$ cat src/rtl/gbc_pkg.sv
// Package for the clipped 1-bit glyph blitter: payload structs, controller
// states, command/status bundles and register indexes. No dependencies.
`timescale 1ns / 1ps
`default_nettype none

package gbc_pkg;

	localparam int WORD_BITS     = 32;
	localparam int MAX_ROW_WORDS = 64;
	localparam int CFG_IDX_W     = 3;
	localparam int CFG_DATA_W    = 12;

	// Configuration register indexes
	localparam logic [CFG_IDX_W-1:0] REG_CLIP_LEFT     = 3'd0;
	localparam logic [CFG_IDX_W-1:0] REG_CLIP_TOP      = 3'd1;
	localparam logic [CFG_IDX_W-1:0] REG_CLIP_WIDTH    = 3'd2;
	localparam logic [CFG_IDX_W-1:0] REG_CLIP_HEIGHT   = 3'd3;
	localparam logic [CFG_IDX_W-1:0] REG_WORDS_PER_ROW = 3'd4;
	localparam logic [CFG_IDX_W-1:0] REG_INK_BLACK     = 3'd5;

	// Input item operation codes
	localparam logic OP_HEADER = 1'b0;
	localparam logic OP_DATA   = 1'b1;

	typedef struct packed {
		logic               operation;
		logic signed [15:0] target_x;
		logic signed [15:0] target_y;
		logic [7:0]         glyph_width;
		logic [7:0]         glyph_height;
		logic [31:0]        bitmap_word;
	} glyph_item_t;

	typedef struct packed {
		logic [19:0] word_address;
		logic [31:0] pixel_mask;
		logic        clear_pixels;
		logic        last;
	} blit_item_t;

	typedef enum logic [1:0] {
		ST_IDLE,
		ST_SEG,
		ST_EMIT,
		ST_FLUSH
	} gbc_state_t;

	typedef struct packed {
		logic load_hdr;
		logic load_data;
		logic seg_calc;
		logic emit;
		logic next_word;
		logic advance;
		logic flush;
	} gbc_cmd_t;

	typedef struct packed {
		logic active;
		logic vis;
		logic word_end;
		logic item_end;
		logic can_emit;
		logic out_free;
	} gbc_status_t;

endpackage

`default_nettype wire

$ cat src/rtl/gbc_ctrl.sv
// Controller of the glyph blitter: walks each data word segment by segment
// and word by word. Depends on gbc_pkg.
`timescale 1ns / 1ps
`default_nettype none

module gbc_ctrl (
	input  wire                  clk,
	input  wire                  arst_n,
	input  wire                  glyph_valid,
	input  wire                  glyph_op,
	output logic                 glyph_ready,
	input  gbc_pkg::gbc_status_t status,
	output gbc_pkg::gbc_cmd_t    cmd
);

	gbc_pkg::gbc_state_t state_q, state_d;

	// State register
	always_ff @(posedge clk or negedge arst_n) begin
		if (!arst_n) begin
			state_q <= gbc_pkg::ST_IDLE;
		end else begin
			state_q <= state_d;
		end
	end

	// Next state and commands
	always_comb begin
		state_d     = state_q;
		cmd         = '0;
		glyph_ready = 1'b0;
		case (state_q)
			gbc_pkg::ST_IDLE: begin
				glyph_ready = 1'b1;
				if (glyph_valid) begin
					if (glyph_op == gbc_pkg::OP_HEADER) begin
						cmd.load_hdr = 1'b1;
					end else if (status.active) begin
						cmd.load_data = 1'b1;
						state_d       = gbc_pkg::ST_SEG;
					end
				end
			end
			gbc_pkg::ST_SEG: begin
				cmd.seg_calc = 1'b1;
				state_d      = gbc_pkg::ST_EMIT;
			end
			gbc_pkg::ST_EMIT: begin
				if (!status.vis) begin
					cmd.advance = 1'b1;
					state_d     = status.item_end ? gbc_pkg::ST_FLUSH : gbc_pkg::ST_SEG;
				end else if (status.can_emit) begin
					cmd.emit = 1'b1;
					if (status.word_end) begin
						cmd.advance = 1'b1;
						state_d     = status.item_end ? gbc_pkg::ST_FLUSH : gbc_pkg::ST_SEG;
					end else begin
						cmd.next_word = 1'b1;
					end
				end
			end
			gbc_pkg::ST_FLUSH: begin
				if (status.out_free) begin
					cmd.flush = 1'b1;
					state_d   = gbc_pkg::ST_IDLE;
				end
			end
			default: begin
				state_d = gbc_pkg::ST_IDLE;
			end
		endcase
	end

endmodule

`default_nettype wire

$ cat src/rtl/gbc_dp.sv
// Datapath of the glyph blitter: configuration, glyph position state, segment
// geometry, mask builder, one-result hold stage and output register. Uses gbc_pkg.
`timescale 1ns / 1ps
`default_nettype none

module gbc_dp (
	input  wire                                     clk,
	input  wire                                     arst_n,
	input  wire                                     cfg_we,
	input  wire  [gbc_pkg::CFG_IDX_W-1:0]           cfg_index,
	input  wire  [gbc_pkg::CFG_DATA_W-1:0]          cfg_data,
	input  gbc_pkg::glyph_item_t                    glyph,
	output gbc_pkg::blit_item_t                     blit,
	output logic                                    blit_valid,
	input  wire                                     blit_ready,
	input  gbc_pkg::gbc_cmd_t                       cmd,
	output gbc_pkg::gbc_status_t                    status
);

	// Configuration
	logic [10:0] clip_left_q, clip_top_q;
	logic [11:0] clip_width_q, clip_height_q;
	logic [6:0]  wpr_q;
	logic        ink_black_q;

	// Glyph state
	logic signed [15:0] box_x_q, box_y_q;
	logic [7:0]  box_w_q, box_h_q, col_q, row_q;
	logic        hdr_seen_q;
	logic [31:0] data_q;
	logic [4:0]  bit_q;

	// Segment registers
	logic [5:0]         len_q;
	logic [31:0]        seg_bits_q;
	logic signed [18:0] x0_q;
	logic               vis_q;
	logic [6:0]         w_q, w_end_q;
	logic [11:0]        lo_q, hi_q;
	logic [19:0]        row_base_q;

	// Hold stage and output register
	logic        pend_valid_q;
	logic [19:0] pend_addr_q;
	logic [31:0] pend_mask_q;
	logic        out_valid_q;
	gbc_pkg::blit_item_t out_q;

	// Segment geometry
	logic [8:0]         rem_w_c;
	logic [5:0]         avail_c, len_c;
	logic signed [18:0] x0_c, y_c, cl_c, cr_c, ct_c, cb_c, lo_c, hi_c, hi_raw_c, hi_m1_c;
	logic               vis_c;
	logic [31:0]        len_mask_c, seg_bits_c;
	logic [18:0]        row_prod_c;
	logic [6:0]         wpr_wr_c;

	assign rem_w_c  = {1'b0, box_w_q} - {1'b0, col_q};
	assign avail_c  = 6'd32 - {1'b0, bit_q};
	assign len_c    = ({3'b0, avail_c} < rem_w_c) ? avail_c : rem_w_c[5:0];
	assign x0_c     = 19'(box_x_q) + $signed({11'b0, col_q});
	assign y_c      = 19'(box_y_q) + $signed({11'b0, row_q});
	assign cl_c     = $signed({8'b0, clip_left_q});
	assign cr_c     = cl_c + $signed({7'b0, clip_width_q});
	assign ct_c     = $signed({8'b0, clip_top_q});
	assign cb_c     = ct_c + $signed({7'b0, clip_height_q});
	assign lo_c     = (x0_c > cl_c) ? x0_c : cl_c;
	assign hi_raw_c = x0_c + $signed({13'b0, len_c});
	assign hi_c     = (hi_raw_c > cr_c) ? cr_c : hi_raw_c;
	assign hi_m1_c  = hi_c - 19'sd1;
	assign vis_c    = (y_c >= ct_c) && (y_c < cb_c) && (lo_c < hi_c);
	assign len_mask_c = 32'hFFFF_FFFF >> (6'd32 - len_c);
	assign seg_bits_c = (data_q >> bit_q) & len_mask_c;
	assign row_prod_c = 19'(y_c[11:0]) * 19'(wpr_q);

	// Mask for the current framebuffer word
	logic [11:0]        wb_c;
	logic signed [18:0] d_c, t_full_c;
	logic [63:0]        win64_c;
	logic [31:0]        shifted_c, low_mask_c, high_mask_c, mask_c;
	logic signed [12:0] lo_rel_c, hi_rel_c;
	logic [19:0]        addr_c;

	assign wb_c      = {w_q, 5'b0};
	assign d_c       = x0_q - $signed({7'b0, wb_c});
	assign t_full_c  = 19'sd32 - d_c;
	assign win64_c   = {seg_bits_q, 32'b0} >> t_full_c[5:0];
	assign shifted_c = win64_c[31:0];
	assign lo_rel_c  = $signed({1'b0, lo_q}) - $signed({1'b0, wb_c});
	assign hi_rel_c  = $signed({1'b0, hi_q}) - $signed({1'b0, wb_c});
	assign low_mask_c  = (lo_rel_c <= 13'sd0) ? 32'hFFFF_FFFF
		: (32'hFFFF_FFFF << lo_rel_c[4:0]);
	assign high_mask_c = (hi_rel_c >= 13'sd32) ? 32'hFFFF_FFFF
		: ~(32'hFFFF_FFFF << hi_rel_c[4:0]);
	assign mask_c    = shifted_c & low_mask_c & high_mask_c;
	assign addr_c    = row_base_q + {13'b0, w_q};

	// Position after this segment
	logic [5:0] bit_next_c;
	logic [8:0] col_next_c, row_next_c;
	logic       row_wrap_c;

	assign bit_next_c = {1'b0, bit_q} + len_q;
	assign col_next_c = {1'b0, col_q} + {3'b0, len_q};
	assign row_wrap_c = col_next_c >= {1'b0, box_w_q};
	assign row_next_c = {1'b0, row_q} + 9'd1;

	// Status toward the controller
	logic out_free_c;
	assign out_free_c = !out_valid_q || blit_ready;

	always_comb begin
		status.active   = hdr_seen_q && (box_w_q != 8'd0) && (row_q < box_h_q);
		status.vis      = vis_q;
		status.word_end = (w_q == w_end_q);
		status.item_end = bit_next_c[5] || (row_wrap_c && (row_next_c >= {1'b0, box_h_q}));
		status.can_emit = !pend_valid_q || out_free_c;
		status.out_free = out_free_c;
	end

	// Saturate the row length on write
	assign wpr_wr_c = (cfg_data[6:0] > 7'(gbc_pkg::MAX_ROW_WORDS))
		? 7'(gbc_pkg::MAX_ROW_WORDS) : cfg_data[6:0];

	// Configuration registers
	always_ff @(posedge clk or negedge arst_n) begin
		if (!arst_n) begin
			clip_left_q   <= '0;
			clip_top_q    <= '0;
			clip_width_q  <= '0;
			clip_height_q <= '0;
			wpr_q         <= 7'd8;
			ink_black_q   <= 1'b1;
		end else if (cfg_we) begin
			case (cfg_index)
				gbc_pkg::REG_CLIP_LEFT:     clip_left_q   <= cfg_data[10:0];
				gbc_pkg::REG_CLIP_TOP:      clip_top_q    <= cfg_data[10:0];
				gbc_pkg::REG_CLIP_WIDTH:    clip_width_q  <= cfg_data;
				gbc_pkg::REG_CLIP_HEIGHT:   clip_height_q <= cfg_data;
				gbc_pkg::REG_WORDS_PER_ROW: wpr_q         <= wpr_wr_c;
				gbc_pkg::REG_INK_BLACK:     ink_black_q   <= cfg_data[0];
				default: begin
				end
			endcase
		end
	end

	// Glyph box and position
	always_ff @(posedge clk or negedge arst_n) begin
		if (!arst_n) begin
			box_x_q    <= '0;
			box_y_q    <= '0;
			box_w_q    <= '0;
			box_h_q    <= '0;
			col_q      <= '0;
			row_q      <= '0;
			hdr_seen_q <= 1'b0;
			bit_q      <= '0;
		end else if (cmd.load_hdr) begin
			box_x_q    <= glyph.target_x;
			box_y_q    <= glyph.target_y;
			box_w_q    <= glyph.glyph_width;
			box_h_q    <= glyph.glyph_height;
			col_q      <= '0;
			row_q      <= '0;
			hdr_seen_q <= 1'b1;
		end else if (cmd.load_data) begin
			bit_q <= '0;
		end else if (cmd.advance) begin
			bit_q <= bit_next_c[4:0];
			if (row_wrap_c) begin
				col_q <= '0;
				row_q <= row_next_c[7:0];
			end else begin
				col_q <= col_next_c[7:0];
			end
		end
	end

	// Data word and segment geometry
	always_ff @(posedge clk) begin
		if (cmd.load_data) begin
			data_q <= glyph.bitmap_word;
		end
		if (cmd.seg_calc) begin
			len_q      <= len_c;
			seg_bits_q <= seg_bits_c;
			x0_q       <= x0_c;
			lo_q       <= lo_c[11:0];
			hi_q       <= hi_c[11:0];
			w_q        <= lo_c[11:5];
			w_end_q    <= hi_m1_c[11:5];
			row_base_q <= 20'(row_prod_c);
		end else if (cmd.next_word) begin
			w_q <= w_q + 7'd1;
		end
	end

	always_ff @(posedge clk or negedge arst_n) begin
		if (!arst_n) begin
			vis_q <= 1'b0;
		end else if (cmd.seg_calc) begin
			vis_q <= vis_c;
		end
	end

	// Hold one result back so the final one of a transaction can carry last
	always_ff @(posedge clk or negedge arst_n) begin
		if (!arst_n) begin
			pend_valid_q <= 1'b0;
			out_valid_q  <= 1'b0;
		end else begin
			if (cmd.emit) begin
				pend_valid_q <= 1'b1;
			end else if (cmd.flush) begin
				pend_valid_q <= 1'b0;
			end
			if ((cmd.emit || cmd.flush) && pend_valid_q) begin
				out_valid_q <= 1'b1;
			end else if (blit_ready) begin
				out_valid_q <= 1'b0;
			end
		end
	end

	always_ff @(posedge clk) begin
		if (cmd.emit) begin
			pend_addr_q <= addr_c;
			pend_mask_q <= mask_c;
		end
		if ((cmd.emit || cmd.flush) && pend_valid_q) begin
			out_q.word_address <= pend_addr_q;
			out_q.pixel_mask   <= pend_mask_q;
			out_q.clear_pixels <= ink_black_q;
			out_q.last         <= cmd.flush;
		end
	end

	assign blit       = out_q;
	assign blit_valid = out_valid_q;

endmodule

`default_nettype wire

$ cat src/rtl/glyph_blit_clipped_1bit.sv
// Top level of the clipped 1-bit glyph blitter: joins controller and datapath.
// Depends on gbc_pkg, gbc_ctrl and gbc_dp.
//
//   channel   direction   handshake                  payload
//   glyph     in          glyph_valid / glyph_ready  gbc_pkg::glyph_item_t
//   blit      out         blit_valid / blit_ready    gbc_pkg::blit_item_t
//   cfg       in          cfg_we (no wait)           cfg_index, cfg_data
//
// A header, or a data word that draws nothing (no header yet, empty or finished
// glyph), is taken in the idle state alone. Any other data word is accepted and
// then walked by the controller one row segment at a time: a geometry step per
// segment, then a step per framebuffer word touched, or one step past a fully
// clipped segment, and last a step that releases the final result. Ready is
// high only while idle; a result may still sit in the output register then.
// A stalled output stops the walk at the next result. Reset clears control
// state and loads register defaults.
`timescale 1ns / 1ps
`default_nettype none

module glyph_blit_clipped_1bit (
	input  wire                             clk,
	input  wire                             arst_n,
	input  wire                             glyph_valid,
	output logic                            glyph_ready,
	input  gbc_pkg::glyph_item_t            glyph,
	output logic                            blit_valid,
	input  wire                             blit_ready,
	output gbc_pkg::blit_item_t             blit,
	input  wire                             cfg_we,
	input  wire  [gbc_pkg::CFG_IDX_W-1:0]   cfg_index,
	input  wire  [gbc_pkg::CFG_DATA_W-1:0]  cfg_data
);

	gbc_pkg::gbc_cmd_t    cmd;
	gbc_pkg::gbc_status_t status;

	// Sequencer
	gbc_ctrl u_ctrl (
		.clk         (clk),
		.arst_n      (arst_n),
		.glyph_valid (glyph_valid),
		.glyph_op    (glyph.operation),
		.glyph_ready (glyph_ready),
		.status      (status),
		.cmd         (cmd)
	);

	// Geometry, masks and output
	gbc_dp u_dp (
		.clk        (clk),
		.arst_n     (arst_n),
		.cfg_we     (cfg_we),
		.cfg_index  (cfg_index),
		.cfg_data   (cfg_data),
		.glyph      (glyph),
		.blit       (blit),
		.blit_valid (blit_valid),
		.blit_ready (blit_ready),
		.cmd        (cmd),
		.status     (status)
	);

endmodule

`default_nettype wire

$ cat config.mk
export PLATFORM = sky130hd
export DESIGN_NAME = glyph_blit_clipped_1bit
export DESIGN_NICKNAME = d
export VERILOG_FILES = /design/src/rtl/gbc_pkg.sv /design/src/rtl/gbc_ctrl.sv /design/src/rtl/gbc_dp.sv /design/src/rtl/glyph_blit_clipped_1bit.sv
export SDC_FILE = /design/constraint.sdc
export NUM_CORES = 1
export LEC_CHECK = 0
export BUFFER_PORTS_ARGS = -buffer_cell sky130_fd_sc_hd__buf_4
export CORE_AREA = 2 2 323 325
export DETAILED_ROUTE_END_ITERATION = 12
export DIE_AREA = 0 0 325 327
export GPL_TIMING_DRIVEN = 0
export PLACE_DENSITY_LB_ADDON = 0.3
export REMOVE_ABC_BUFFERS = 1
export SLEW_MARGIN = 10
export SYNTH_ARGS = -nofsm -noshare
export SYNTH_HDL_FRONTEND = slang
export SYNTH_HIERARCHICAL = 1
export SYNTH_SLANG_ARGS = --single-unit
$ cat constraint.sdc
create_clock -name clk -period 12.45 [get_ports clk]
set_input_delay 2.49 -clock clk [delete_from_list [all_inputs] [get_ports clk]]
set_output_delay 2.49 -clock clk [all_outputs]
set_load 0.1 [all_outputs]
Word-level counts from Yosys, hierarchy flattened
Index checks and enable logic that the tools add are counted.
Widths: inputs -> output; s select.
{"block": "totals", "ff_bits": 368, "input_bits": 101, "out_inout_bits": 56, "elab_cells": 167}
{"block": "op_classes", "addsub": 18, "multipliers": 1, "order_cmp": 12, "eq_ne": 16, "shift": 5, "muxes": 46, "bitwise_logic": 5, "reduce_logical": 31}
{"op": "$and 32x32->32", "n": 3}
{"op": "$mux 32", "n": 2}
{"op": "$mux 8", "n": 8}
{"op": "$shl 32x5->32 const A", "n": 2}
{"op": "$shr 64x6->32", "n": 1}
{"op": "$lt 19x19->1", "n": 2}
{"op": "$mux 19", "n": 2}
{"op": "$add 16x9->17", "n": 2}
{"op": "$not 32->32", "n": 1}
{"op": "$shr 32x5->32", "n": 1}
{"op": "$shr 32x6->32 const A", "n": 1}
{"op": "$add 11x12->13", "n": 2}
{"op": "$sub 12x12->13", "n": 2}
{"op": "$mux 2", "n": 11}
{"op": "$mux 7", "n": 3}
{"op": "$add 19x7->20", "n": 1}
{"op": "$ge 19x12->1", "n": 1}
{"op": "$gt 19x19->1", "n": 1}
{"op": "$mul 12x7->19", "n": 1}
{"op": "$add 17x7->18", "n": 1}
{"op": "$ge 9x8->1", "n": 2}
{"op": "$gt 17x12->1", "n": 1}
{"op": "$reduce_and 2->1", "n": 8}
{"op": "$mux 1", "n": 14}
{"op": "other kinds (37)", "n": 61}

Logic depth before layout (Yosys ltp)
Gate-level depths: netlist (run 1).
{"block": "logic_depth", "depth_word": 9, "mapped_depth": 48, "mapped_depth_nobuf": 43}

By module
Netlist (run 1), hierarchy kept.
{"module": "gbc_dp", "n_inst": 1, "cells_each": 2632, "area_each_um2": 26326.5, "seq_area_each_um2": 10357.4}
{"module": "gbc_ctrl", "n_inst": 1, "cells_each": 17, "area_each_um2": 151.4, "seq_area_each_um2": 50.0}

Worst setup path before layout (run 1)
No wires, ideal clock.
{"block": "synth_timing", "kind": "flip-flop to flip-flop", "from": "reg u_dp.bit_q[0]", "to": "reg u_dp.vis_q", "setup_ps": 95, "arrival_time_ps": 9266, "t_required_ps": 12355, "slack_ps": 3089, "stages_incl_launch_ff": 48, "path_buffers": 5, "synth_period_minus_slack_ps": 9361, "path_cell_list": "dfrtp_1 -> buf_2 -> buf_1 -> clkbuf_1 -> inv_1 -> ha_1 -> xor2_1 -> inv_1 -> ha_1 -> o21ai_0 -> nor2b_1 -> maj3_1 -> a31o_1 -> nor3_4 -> nor2_1 -> a21oi_1 -> ha_1 -> ha_1 -> [... 12 more ...] -> nand3_1 -> o211ai_4 -> buf_6 -> buf_4 -> mux2i_1 -> ha_1 -> a21oi_1 -> nor2b_1 -> o21ai_0 -> nand2b_1 -> a21oi_1 -> nor2b_1 -> o21ai_0 -> nand2b_1 -> a2111oi_0 -> and3b_1 -> a222oi_1 -> o31ai_1"}
{"block": "synth_via", "elab_chain_cells": 8}
{"element": "from (decl)", "line": "gbc_dp.sv:31", "text": "logic [4:0] bit_q;"}
{"element": "from (signal assigned)", "line": "gbc_dp.sv:170", "text": "bit_q <= bit_next_c[4:0];"}
{"element": "$sub 6x5->6 *", "line": "gbc_dp.sv:59", "text": "assign avail_c = 6'd32 - {1'b0, bit_q};"}
{"element": "$lt 6x9->1", "line": "gbc_dp.sv:60", "text": "assign len_c = ({3'b0, avail_c} < rem_w_c) ? avail_c : rem_w_c[5:0];"}
{"element": "$mux 6 *", "line": "gbc_dp.sv:60"}
{"element": "net u_dp.len_c[0]", "line": "gbc_dp.sv:51", "text": "logic [5:0] avail_c, len_c;"}
{"element": "$add 17x7->18 *", "line": "gbc_dp.sv:68", "text": "assign hi_raw_c = x0_c + $signed({13'b0, len_c});"}
{"element": "$gt 19x19->1", "line": "gbc_dp.sv:69", "text": "assign hi_c = (hi_raw_c > cr_c) ? cr_c : hi_raw_c;"}
{"element": "$mux 19 *", "line": "gbc_dp.sv:69"}
{"element": "$lt 19x19->1 *", "line": "gbc_dp.sv:71", "text": "assign vis_c = (y_c >= ct_c) && (y_c < cb_c) && (lo_c < hi_c);"}
{"element": "$logic_and 1x1->1 *", "line": "gbc_dp.sv:71"}
{"element": "to (signal assigned)", "line": "gbc_dp.sv:203", "text": "vis_q <= vis_c;"}
{"element": "to (decl)", "line": "gbc_dp.sv:37", "text": "logic vis_q;"}
Mark *: on every way through the listed nets, which the timed path passes. The rest lies on a longest branch.
A chain may end at the register's enable or synchronous reset.

Worst setup path after layout (run 1)
{"block": "layout_timing", "from": "reg u_dp.bit_q[1]", "to": "reg u_dp.vis_q"}
{"block": "layout_via", "elab_chain_cells": 8}
{"element": "$sub 6x5->6 *", "line": "gbc_dp.sv:59"}
{"element": "$lt 6x9->1 *", "line": "gbc_dp.sv:60"}
{"element": "$mux 6 *", "line": "gbc_dp.sv:60"}
{"element": "net u_dp.len_c[0]", "line": "gbc_dp.sv:51"}
{"element": "$add 17x7->18 *", "line": "gbc_dp.sv:68"}
{"element": "$gt 19x19->1", "line": "gbc_dp.sv:69"}
{"element": "$mux 19 *", "line": "gbc_dp.sv:69"}
{"element": "$lt 19x19->1 *", "line": "gbc_dp.sv:71"}
{"element": "$logic_and 1x1->1 *", "line": "gbc_dp.sv:71"}
Marks and branches as above.

==> metrics, run 1 <==
status finished, final reports clean; CP max FO 31; most used routing layer met2; Synth top area share 0.2711; placed insts 4096; Rel. slew slack 0.1839; Worst path most repeated cell ha_1; drt first pass iters 5; synthesized-area fraction occupied by and/or/nand/nor cells 0.1357; ANT cells 0; Hold Path Cell Cnt 0; cells after synthesis 2649; dominant cell type by area after synthesis edfxtp_1; Final Skew 0.03012 ns; Worst-Margin Slew 1.215 ns; Distinct cells, synth 99; CP max stage cell dfrtp_1; WL final 70.20 mm; Detailed Place HPWL 54.70 mm; #FFs+latches synth 368; crit share post-route 0.9356; Hold/Removal Path Class flip-flop to flip-flop; Worst-path clk slew 0.06 ns; CTS Sinks 368; Core ar. 102900 sq um; GPL Wtd Cong 0.8777; htree depth 2; Final nets 3143; Top FF cell, synth edfxtp_1; critical path endpoint category flip-flop; Max Slew Vio Count 0; Synth Area in XOR/XNOR 0.05061; register area share after synthesis 0.3931; Worst-Skew Late Latency 0.61 ns; min Tclk post-route 11.65 ns; Worst Reg-to-Reg Cells 43; total grt overflow 0; die height 327 um; Synth Area in Adders 0.1489; most numerous cell in the Yosys netlist nand2_1; met3 Use GR 0.01914; PortBufs 156; Commonest cells post-synth nand2_1, edfxtp_1, ha_1, inv_1, o21ai_0; R2R Setup Slk 0.80 ns; met1 Usage GRT 0.1861; total CTS buffers 45; pin count of the biggest net entering global routing 67; final std cells w/o fill 4179; die footprint 106300 sq um; drt wl/cell 16.80 um; Post-CTS Setup Bufs 0; worst hold start u_dp/pend_mask_q[8]; vias 19480; fmax 85.85 MHz; post_cts resized 0; final setup TNS 0 ns; Post-route DRC 0; main combinational cell family by area after synthesis compound AO/OA/AOI/OAI gates; initial antenna violation count 1; post-synthesis mux area share 0.07580; Die Span X 325 um; critical path class flip-flop to flip-flop; syn_area_per_cell 9.995 sq um; Setup crit start kind flip-flop; CTS Buffer Depth 3; clock root buffer clkbuf_16; crit-path max cell delay 1.03 ns; initial DRC count 1226; Starting Density 0.2573; Hold Buf Count CTS 0; synth-to-layout area growth 16.52%; post-place instance area 29290 sq um; cell area after synthesis 26480 sq um; Synth Area in Compound Gates 0.1498; FP Rows 118; Hold EP u_dp/blit[10]; main area contributors after synthesis edfxtp_1, dfrtp_1, ha_1; vias in the first global route 19190; first-pass GRT wire length 110.5 mm; post-DR vias/cell 4.660; final hold vios 0; maxcap violations 0; RR Endpoint u_dp/vis_q; setup repair after global routing missed its margin false; Worst Path Required 12.95 ns; TritonCTS clock tree built; Async S/R FF share, synth 0.3505; Reg2Reg Launch Point u_dp/bit_q[1]; Final setup viols 0; Total GRT Usage 0.1306; met2 GRT Util 0.2074; CP arrival 12.14 ns; Antenna Nets Post-Route 0; Post-synth EDFFs 239; layout cells sized above 1 0.1458; Final Instance Area 30850 sq um; Boundary Pins 157; worst hold slack 0.3925 ns; Synth warnings 6
==> cells by family after synthesis <==
group | after synthesis
and+or+nand+nor | 747
xor gates and xnor gates | 153
DFF | 368
AOI/OAI and AO/OA | 615
other | 1
buffers and inverters | 317
muxes | 168
adders and majority gates | 280
==> through the flow <==
step                  util  worst slack, ns
floorplan                -            3.027
global placement    0.2814           0.9161
detailed placement  0.2846           0.9513
CTS                 0.2994           0.9151
global route        0.2998         0.002257
finish              0.2998           0.8018
==> state kept, by name (all words and copies together) (netlist names), 7 cells and up <==
name,cells
u_dp/blit,54
u_dp/box_h_q,8
u_dp/box_w_q,8
u_dp/box_x_q,16
u_dp/box_y_q,16
u_dp/clip_height_q,12
u_dp/clip_left_q,11
u_dp/clip_top_q,11
u_dp/clip_width_q,12
u_dp/col_q,8
u_dp/data_q,32
u_dp/hi_q,12
u_dp/lo_q,12
u_dp/pend_addr_q,20
u_dp/pend_mask_q,32
u_dp/row_base_q,19
u_dp/row_q,8
u_dp/seg_bits_q,32
u_dp/w_end_q,7
u_dp/w_q,7
u_dp/wpr_q,7
==> area by class of cell <==
cell class,instances,area [sq um]
Clock inverter,28,327.8
Timing Repair Buffer,171,1445
Inverter,213,799.5
Multi-Input combinational cell,1965,14950
Tap cell,1380,1727
Sequential cell,368,10410
Clock buffer,54,1191
Fill cell,10730,72050
==> how the worst max path moves through the flow <==
stage	from	end	slack, ns	cells after the start
floorplan	u_dp/bit_q[0]	u_dp/vis_q	3.03	42
global placement	u_dp/bit_q[1]	u_dp/vis_q	0.92	43
detailed placement	u_dp/bit_q[1]	u_dp/vis_q	0.95	43
CTS	u_dp/bit_q[1]	u_dp/vis_q	0.92	43
global route	u_dp/bit_q[1]	u_dp/vis_q	0.002	43
finish	u_dp/bit_q[1]	u_dp/vis_q	0.80	43
==> critical path: cells and delay by family, from the launching register on <==
kind / cells / cell delay [ns]
compound gates: 17 / 4.21
xor+xnor: 2 / 0.46
fa+ha+maj: 7 / 2.25
buf+inv: 2 / 0.85
flops: 1 / 1.03
mux: 1 / 0.41
simple gates: 14 / 2.32
==> layer usage <==
layer	vias up	share of wire
met5	-	0
met4	0	0.020
met3	84	0.046
met2	416	0.44
met1	9284	0.49
li1	9692	-
==> cells in the final DEF (no fill, tap or decap), drive strengths merged, types with 108 or more instances in the layout <==
cell | Yosys | routed
nand2 | 284 | 284
xnor2 | 108 | 108
o21ai | 169 | 169
nor2 | 151 | 151
inv | 212 | 218
dfrtp | 127 | 127
edfxtp | 239 | 239
buf | 16 | 171
a21oi | 162 | 162
ha | 219 | 219
Power of run 1 is left out: the tool's default activity adds up to more than one toggle a clock period on the data nets, which glitch-free logic cannot reach.
==> run 2, diff against run 1 <==
==> constraint.sdc (replaced) <==
create_clock -name clk -period 12 [get_ports clk]
set_input_delay 2.4 -clock clk [delete_from_list [all_inputs] [get_ports clk]]
set_output_delay 2.4 -clock clk [all_outputs]
set_load 0.1 [all_outputs]
==> run 2 against run 1 <==
Net effect: fmax rose by 4.0%; flip-flop and latch count did not move; utilization barely moved; non-clock buffer count did not move; final area barely moved; setup slack got worse by 0.0012 ns; worst hold slack got worse by 0.00089 ns; largest cell class unchanged; die area did not move; clock skew barely moved; cell count barely moved; count of clock-buffer cells in the layout did not move.
==> metrics, run 2 (same netlist as run 1, synthesis figures left out) <==
vias 19470; Total GRT Usage 0.1306; die footprint 106300 sq um; placed insts 4096; initial antenna violation count 1; htree depth 2; layout cells sized above 1 0.1461; Worst-path clk slew 0.06 ns; Worst-Margin Slew 1.218 ns; most frequent cells in the layout nand2_1, edfxtp_1, ha_1; Core ar. 102900 sq um; die height 327 um; Antenna Nets Post-Route 0; crit share post-route 0.9333; post-DR vias/cell 4.658; min Tclk post-route 11.20 ns; CP max stage cell dfrtp_2; setup repair after global routing missed its margin false; critical path endpoint category flip-flop; Final Skew 0.02978 ns; synth-to-layout area growth 16.54%; Worst Path Required 12.50 ns; Rel. slew slack 0.1824; CTS Buffer Depth 3; total grt overflow 0; Worst-Skew Late Latency 0.61 ns; Hold/Removal Path Class flip-flop to flip-flop; WL final 70.30 mm; final setup TNS 0 ns; CP max FO 31; Post-route DRC 0; pin count of the biggest net entering global routing 67; post-place instance area 29290 sq um; total CTS buffers 45; crit-path max cell delay 0.74 ns; Boundary Pins 157; drt wl/cell 16.82 um; most common cell after layout, fill and taps aside nand2_1; CP arrival 11.69 ns; TritonCTS clock tree built; Final Instance Area 30860 sq um; fmax 89.29 MHz; Detailed Place HPWL 54.70 mm; final hold vios 0; drt first pass iters 5; initial DRC count 1187; status finished, final reports clean; Worst path most repeated cell ha_1; Largest register FFs 54; Hold Buf Count CTS 0; GPL Wtd Cong 0.8777; Setup crit start kind flip-flop; Final setup viols 0; CP delay by family, top compound AO/OA/AOI/OAI gates; Final nets 3143; clock root buffer clkbuf_16; FP Rows 118; Max Slew Vio Count 0; Starting Density 0.2573; first-pass GRT wire length 110.5 mm; PortBufs 156; Die Span X 325 um; worst path buffer plus inverter count 2; final std cells w/o fill 4180; maxcap violations 0; CTS Sinks 368; vias in the first global route 19190; critical path class flip-flop to flip-flop
## run 2: repair_timing
action                     in CTS  in global routing
setup endpoints to repair       0                  1
setup buffers                   0                  0
gates resized for setup         0                  1
## run 2: final timing paths
check | start | endpoint | slack (ns) | cells after the start
max | u_dp/bit_q[1] | u_dp/vis_q | 0.80 | 43
min | u_dp/pend_mask_q[8] | u_dp/blit[10] | 0.39 | 0
max reg2reg | u_dp/bit_q[1] | u_dp/vis_q | 0.80 | 43
min reg2reg | u_dp/pend_mask_q[8] | u_dp/blit[10] | 0.39 | 0
max in group asynchronous | arst_n | u_dp/ink_black_q | 9.49 | 2
min in group asynchronous | arst_n | u_dp/box_y_q[0] | 1.76 | 1
## run 2: worst reg2reg max path, delay by kind of cell (launching register included)
family | cells | cell delay (ns)
and+or+nand+nor | 14 | 2.32
adders and majority gates | 7 | 2.22
xor gates and xnor gates | 2 | 0.46
muxes | 1 | 0.42
buffers and inverters | 2 | 0.71
AOI/OAI and AO/OA | 17 | 4.24
DFF | 1 | 0.74
## run 2: layer usage
layer	vias to the layer above	wire length [um]	GRT usage
met4	0	1411	0.03261
met5	-	0	0
met1	9257	34140	0.1861
met2	436	31160	0.2074
li1	9699	-	-
met3	80	3584	0.01914
## run 2: through the flow
step	hold WS [ns]	setup slack, ns	util
after floorplan	0.4003	2.577	-
after CTS	0.3674	0.4651	0.2994
after global placement	0.4039	0.4661	0.2814
after global routing	0.3994	0.08635	0.2998
after detailed placement	0.4045	0.5013	0.2846
final	0.3916	0.8006	0.2999
## run 2: layout make-up
cell class,count,area (sq um)
Sequential cell,368,10410
Multi-Input combinational cell,1965,14950
Clock inverter,28,327.8
Timing Repair Buffer,171,1445
Antenna cell,1,2.502
Fill cell,10730,72050
Inverter,213,799.5
Tap cell,1380,1727
Clock buffer,54,1191
Power of run 2 is left out for the same reason.
==> run 3, diff against run 2 <==
--- a/config.mk
+++ b/config.mk
@@ -6,11 +6,12 @@
 export NUM_CORES = 1
 export LEC_CHECK = 0
 export BUFFER_PORTS_ARGS = -buffer_cell sky130_fd_sc_hd__buf_4
-export CORE_AREA = 2 2 323 325
+export CORE_AREA = 2 2 455 231
 export DETAILED_ROUTE_END_ITERATION = 12
-export DIE_AREA = 0 0 325 327
+export DIE_AREA = 0 0 457 233
 export GPL_TIMING_DRIVEN = 0
 export PLACE_DENSITY_LB_ADDON = 0.3
+export RECOVER_POWER = 50
 export REMOVE_ABC_BUFFERS = 1
 export SLEW_MARGIN = 10
 export SYNTH_ARGS = -nofsm -noshare
==> run 3 against run 2 <==
Net effect: the flow now finishes with violations (max-capacitance violations, max-slew violations); sequential share of layout area grew 0.31 points; via count grew 1.7%; fmax grew 0.33%; global-route usage shrank 0.066 points; flip-flop and latch count is the same; routed wire length shrank 1.5%; clock skew shrank 0.0082 ns; worst hold slack gained 0.012 ns; final area shrank 0.91%; utilization shrank 0.064 points.
==> metrics, run 3 (same netlist as run 1, synthesis figures left out) <==
Core ar. 102200 sq um; post-DR vias/cell 4.766; Antenna Nets Post-Route 0; total grt overflow 0; htree depth 2; initial antenna violation count 1; PortBufs 156; CP arrival 11.65 ns; Reg area 10410 sq um; crit-path max cell delay 0.77 ns; die height 233 um; GPL Wtd Cong 0.8672; initial DRC count 1121; failing checks max-capacitance violations, max-slew violations; met2 GRT Util 0.2360; CP max FO 32; setup repair after global routing missed its margin false; worst path buffer plus inverter count 2; status finished, violations left; Boundary Pins 157; synth-to-layout area growth 15.48%; drt wl/cell 16.67 um; Worst Path Required 12.49 ns; first-pass GRT wire length 110.8 mm; fmax 89.59 MHz; total CTS buffers 40; TritonCTS clock tree built; vias in the first global route 20200; Final nets 3138; fin util 0.2992; Max Slew Vio Count 314; Worst path most repeated cell ha_1; Final Skew 0.02154 ns; Final setup viols 0; min Tclk post-route 11.16 ns; die footprint 106500 sq um; pin count of the biggest net entering global routing 82; CP max stage cell dfrtp_2; Rel. slew slack -2.112; Setup crit start kind flip-flop; CTS Sinks 368; Worst-path clk slew 0.07 ns; Detailed Place HPWL 53.45 mm; clock root buffer clkbuf_16; vias 19800; Fillers 10660; layout cells sized above 1 0.1387; area occupied by multi-input gates 14930 sq um; most common cell after layout, fill and taps aside nand2_1; Worst-Skew Late Latency 0.58 ns; Hold Buf Count CTS 0; WL final 69.22 mm; met1 Usage GRT 0.1607; critical path class flip-flop to flip-flop; crit share post-route 0.9302; Largest register FFs 54; met3 Use GR 0.01495; Post-route DRC 0; most used routing layer met2; CP delay by family, top compound AO/OA/AOI/OAI gates; Die Span X 457 um; final hold vios 0; FP Rows 83; Hold/Removal Path Class flip-flop to flip-flop; drt first pass iters 5; maxcap violations 6; final setup TNS 0 ns; most frequent cells in the layout nand2_1, edfxtp_1, ha_1; Total GRT Usage 0.1300; critical path endpoint category flip-flop; Starting Density 0.2591; CTS Buffer Depth 3; Worst-Margin Slew 4.667 ns
run 3: what timing repair did:
| item | 4_1_cts | 5_1_grt |
|---|---|---|
| setup buffers | 0 | 0 |
| hold endpoints to repair | 0 | 0 |
| gates resized for setup | 0 | 2 |
| setup endpoints to repair | 0 | 1 |
run 3: through the flow:
| step | setup WS, ns | hold slack (ns) | std cells | cell area (sq um) |
|---|---|---|---|---|
| final | 0.8377 | 0.4039 | 4153 | 30580 |
| after detailed placement | 0.3198 | 0.4045 | 4075 | 29270 |
| after CTS | 0.2530 | 0.4068 | 4149 | 30650 |
| after global routing | 0.004656 | 0.4272 | 4152 | 30570 |
| after floorplan | 2.577 | 0.4003 | 2546 | 26060 |
| after global placement | 0.2198 | 0.4047 | 4062 | 28940 |
run 3: cell type report:
class	count	share of cell area
Tap cell	1360	0.05565
Clock buffer	52	0.03454
Clock inverter	22	0.01056
Sequential cell	368	0.3405
Timing Repair Buffer	170	0.04383
Antenna cell	2	0.0001637
Inverter	213	0.02627
Timing Repair inverter	1	0.0001637
Multi-Input combinational cell	1965	0.4883
run 3: routing by layer:
layer / vias to the layer above / routed length, um
li1: 9694 / -
met5: - / 0
met3: 101 / 2328
met1: 9634 / 30090
met2: 366 / 34990
met4: 0 / 1814
run 3: path summary, 6_finish.rpt:
| path | startpoint | end | slack [ns] | depth (start not counted) |
|---|---|---|---|---|
| setup / recovery | u_dp/bit_q[1] | u_dp/vis_q | 0.84 | 43 |
| hold / removal | u_dp/pend_mask_q[31] | u_dp/blit[33] | 0.40 | 0 |
| setup reg to reg | u_dp/bit_q[1] | u_dp/vis_q | 0.84 | 43 |
| hold reg to reg | u_dp/pend_mask_q[31] | u_dp/blit[33] | 0.40 | 0 |
| max in group asynchronous | arst_n | u_dp/clip_top_q[5] | 3.81 | 2 |
| min in group asynchronous | arst_n | u_dp/box_h_q[5] | 2.68 | 1 |
Power of run 3 is left out for the same reason.
